===== src/lzsd_pkg.sv =====
// Shared constants, result beat type and helpers for the LZ window sprite decompressor.
package lzsd_pkg;

    localparam int HISTORY_DEPTH_DEF = 2048;

    localparam int BYTE_W      = 8;
    localparam int SIZE_W      = 16;
    localparam int CNT_W       = 17;
    localparam int OFS_W       = 11;
    localparam int IN_TDATA_W  = 24;   // in_byte + sprite_size
    localparam int OUT_TDATA_W = 32;   // out_byte + sprite_done + bytes_consumed, padded

    localparam logic [CNT_W-1:0]  CNT_MAX      = {CNT_W{1'b1}};
    localparam logic [3:0]        HDR_LEN      = 4'd8;
    localparam logic [BYTE_W-1:0] RUN_ZERO_LEN = 8'd128;

    typedef struct packed {
        logic [BYTE_W-1:0] out_byte;
        logic              run_last;
        logic              sprite_done;
        logic [CNT_W-1:0]  bytes_consumed;
        logic              status;
    } out_item_t;

    function automatic logic [CNT_W-1:0] sat_inc(input logic [CNT_W-1:0] v);
        sat_inc = (v != CNT_MAX) ? v + 1'b1 : CNT_MAX;
    endfunction

endpackage


===== src/lzsd_out_reg.sv =====
// Output holding register for result beats, packs the stream fields.
module lzsd_out_reg
    import lzsd_pkg::*;
(
    input  logic                   clk,
    input  logic                   rst_n,
    input  logic                   load,
    input  out_item_t              item,
    output logic                   free,
    output logic                   m_axis_tvalid,
    input  logic                   m_axis_tready,
    output logic [OUT_TDATA_W-1:0] m_axis_tdata,   // out_byte, sprite_done, bytes_consumed
    output logic                   m_axis_tlast,   // run_last
    output logic                   m_axis_tuser    // status
);

    logic      valid_reg;
    logic      valid_next;
    out_item_t item_reg;

    assign free = !valid_reg || m_axis_tready;

    always_comb
    begin
        valid_next = valid_reg;
        if (load)
        begin
            valid_next = 1'b1;
        end
        else if (m_axis_tready)
        begin
            valid_next = 1'b0;
        end
    end

    always_ff @(posedge clk or negedge rst_n)
    begin
        if (!rst_n)
        begin
            valid_reg <= 1'b0;
        end
        else
        begin
            valid_reg <= valid_next;
        end
    end

    always_ff @(posedge clk)
    begin
        if (load)
        begin
            item_reg <= item;
        end
    end

    assign m_axis_tvalid = valid_reg;
    assign m_axis_tdata  = {6'd0, item_reg.bytes_consumed, item_reg.sprite_done,
                            item_reg.out_byte};
    assign m_axis_tlast  = item_reg.run_last;
    assign m_axis_tuser  = item_reg.status;

endmodule


===== config.mk =====
export PLATFORM = sky130hd
export DESIGN_NAME = lzsd_out_reg
export DESIGN_NICKNAME = d
export VERILOG_FILES = /design/src/lzsd_pkg.sv /design/src/lzsd_out_reg.sv
export SDC_FILE = /design/constraint.sdc
export NUM_CORES = 1
export LEC_CHECK = 0
export BUFFER_PORTS_ARGS = -buffer_cell sky130_fd_sc_hd__buf_2
export CORE_MARGIN = 1
export CORE_UTILIZATION = 39
export CTS_CLUSTER_DIAMETER = 200
export DETAILED_ROUTE_END_ITERATION = 8
export PLACE_DENSITY = 0.77
export SYNTH_ARGS = -nofsm -noshare
export SYNTH_HDL_FRONTEND = slang
export SYNTH_SLANG_ARGS = --single-unit

===== constraint.sdc =====
create_clock -name clk -period 0.85 [get_ports clk]
set_input_delay 0.17 -clock clk [delete_from_list [all_inputs] [get_ports clk]]
set_output_delay 0.17 -clock clk [all_outputs]
set_load 0.03 [all_outputs]

==> out/metrics.cfg <==
[worst_setup_path]
reg2reg_to=m_axis_tvalid
setup.worst_path.start_class=register
rr_worst_depth=4
crit_type=reg2out
critPathCaptureType=output port
critPathMaxFanout=2
crit_arrival_ps=940
r2r_slack_ps=0
cp.required_ps=680
worstReg2RegStart=m_axis_tvalid

[placed_design]
routabilityCongestion=0.666
dpl_worst_slack_ps=5.55
io_buffers=61
place_inst=128
dp_hpwl_um=1200

[drt]
drt-vias-per-instance=4.29
firstDrtPassIters=4
wl_um=1770
ant_nets=0
vias=596
wl_per_cell_um=12.7
first_iter_violations=5
drc=0

[floorplan]
rows=17
io_pins=68
start_util=0.420
fp.dieArea_um2=2600
die_h_um=51.0
die_w_um=51.0
core_um2=2230

[cts]
cts_buffer_depth=2
numCtsBuffers=5
cts_tree=done
root_buffer=clkbuf_4
clk_pin_slew_worst_paths_ps=90
htree_levels=2
clk_latency_ps=300
cts.sinks=29

[synthesis]
synth_top_area_share=0.897
ys_ff_latch=29
syn_area_um2=937
yosysSeqAreaShare=0.924
synth_cells=38
synth_top_cells_by_area=edfxtp_1 (90%), buf_4 (4.8%), dfrtp_1 (2.7%)
synth.avg_cell_area_um2=24.7
yosysWarnings=0
ys_types=6
yosys.area.top_type=edfxtp_1

[timing]
finalMaxSlewViolations=0
timing.final.crit_share=1.30
fmax_mhz=902
fin_ws_ps=-258
fin_skew_ps=0
rsz0062_at_grt=yes
setup_viol=31
hold_violations=0
min_period_ps=1110
fin_tns_setup_ps=-5180

[final_layout]
finalNonFillerCells=139
antenna-diode-count=0
nets=142
mostFrequentLayoutCell=buf_2
layout_common_cells=buf_2 (32), buf_6 (29), edfxtp_1 (28), conb_1 (6), clkbuf_4 (5)
drive_above_1_share=0.667
area_growth_pct=65.3

[hold_path]
min_to=m_axis_tdata[21]
hold_depth=1
hold_path_class=in2reg
hold_start=item[13]

[status]
status=finished, violations left
violations=negative setup slack

[power]
peakVddDrop_uv=1560
p_leak_nw=0.678
powerDensity_nw_per_um2=2000

[grt]
grt_first_pass_wirelength_um=2560
grt_pass1_vias=632
overflow=0
grt_max_degree=16
antenna_found_initial=0
grt_use_total=0.151

[run]
drv_cap=0

[logic make-up (layout without fill, tap and decap cells)]
logic type             after synthesis  in the layout  synth area share
DFF                                 29             29             0.924
buffers and inverters                6             74            0.0481
other                                1              6           0.00400
and+or+nand+nor                      2              2            0.0240
[how the worst max path moves through the flow]
| stage | end | cells past startpoint | slack (ps) | start |
|---|---|---|---|---|
| 6_report | free | 2 | -260 | m_axis_tvalid |
| 5_1_grt | free | 2 | -290 | m_axis_tvalid |
| 3_3_place_gp | free | 2 | 30 | m_axis_tvalid |
| 4_1_cts | free | 2 | -270 | m_axis_tvalid |
| 2_1_floorplan | m_axis_tvalid | 2 | 50 | m_axis_tvalid |
| 3_5_place_dp | free | 2 | 6 | m_axis_tvalid |
[report_power, final]
part | total [mW] | switching [mW] | internal (mW)
clock network | 0.718 | 0.420 | 0.298
registers | 1.75 | 0.0524 | 1.69
logic | 0.642 | 0.359 | 0.283
total | 3.11 | 0.832 | 2.27
[per-stage QoR]
step	cell area (um2)	power (mW)	hold slack, ps	util
after CTS	1540	3.13	16.9	0.690
after detailed placement	1290	2.25	-51.6	0.579
after global routing	1550	3.23	4.55	0.694
final	1550	3.11	31.3	0.694
after global placement	1290	2.24	-55.2	0.579
after floorplan	957	2.06	-126	-
[layout make-up]
cell class / instances / area (um2)
fill: 156 / 684
tap: 28 / 35.0
timing repair buffer: 66 / 552
clock buffer: 5 / 37.5
multi-input combinational: 8 / 45.0
clock inverter: 3 / 12.5
sequential: 29 / 867
[repair_timing]
item	CTS	global route
hold buffers	1	0
endpoints found under the hold margin	1	0
gates resized for setup	58	0
setup buffers	1	1
endpoints found under the setup margin	30	30
[flip-flops by register name, summed over array words and instances, names as in the netlist]
register,cells
m_axis_tdata,26
m_axis_tlast,1
m_axis_tuser,1
m_axis_tvalid,1
[cells in the mapped netlist, drive strengths merged]
cell / instances
dfrtp: 1
edfxtp: 28
conb: 1
nand2b: 2
buf: 6
[metal layers]
layer	part of all wire	routed length (um)	GRT usage
met5	0	0	0
met4	0.0085	15	0.0694
met3	0.18	312	0.128
met2	0.53	930	0.272
met1	0.29	510	0.105
[critical path, cell delays in order (launching register included)]
cell	delay [ps]
dfrtp_2	430
nand2b_4	80
buf_6	130
(Power assumes the default switching activity.)
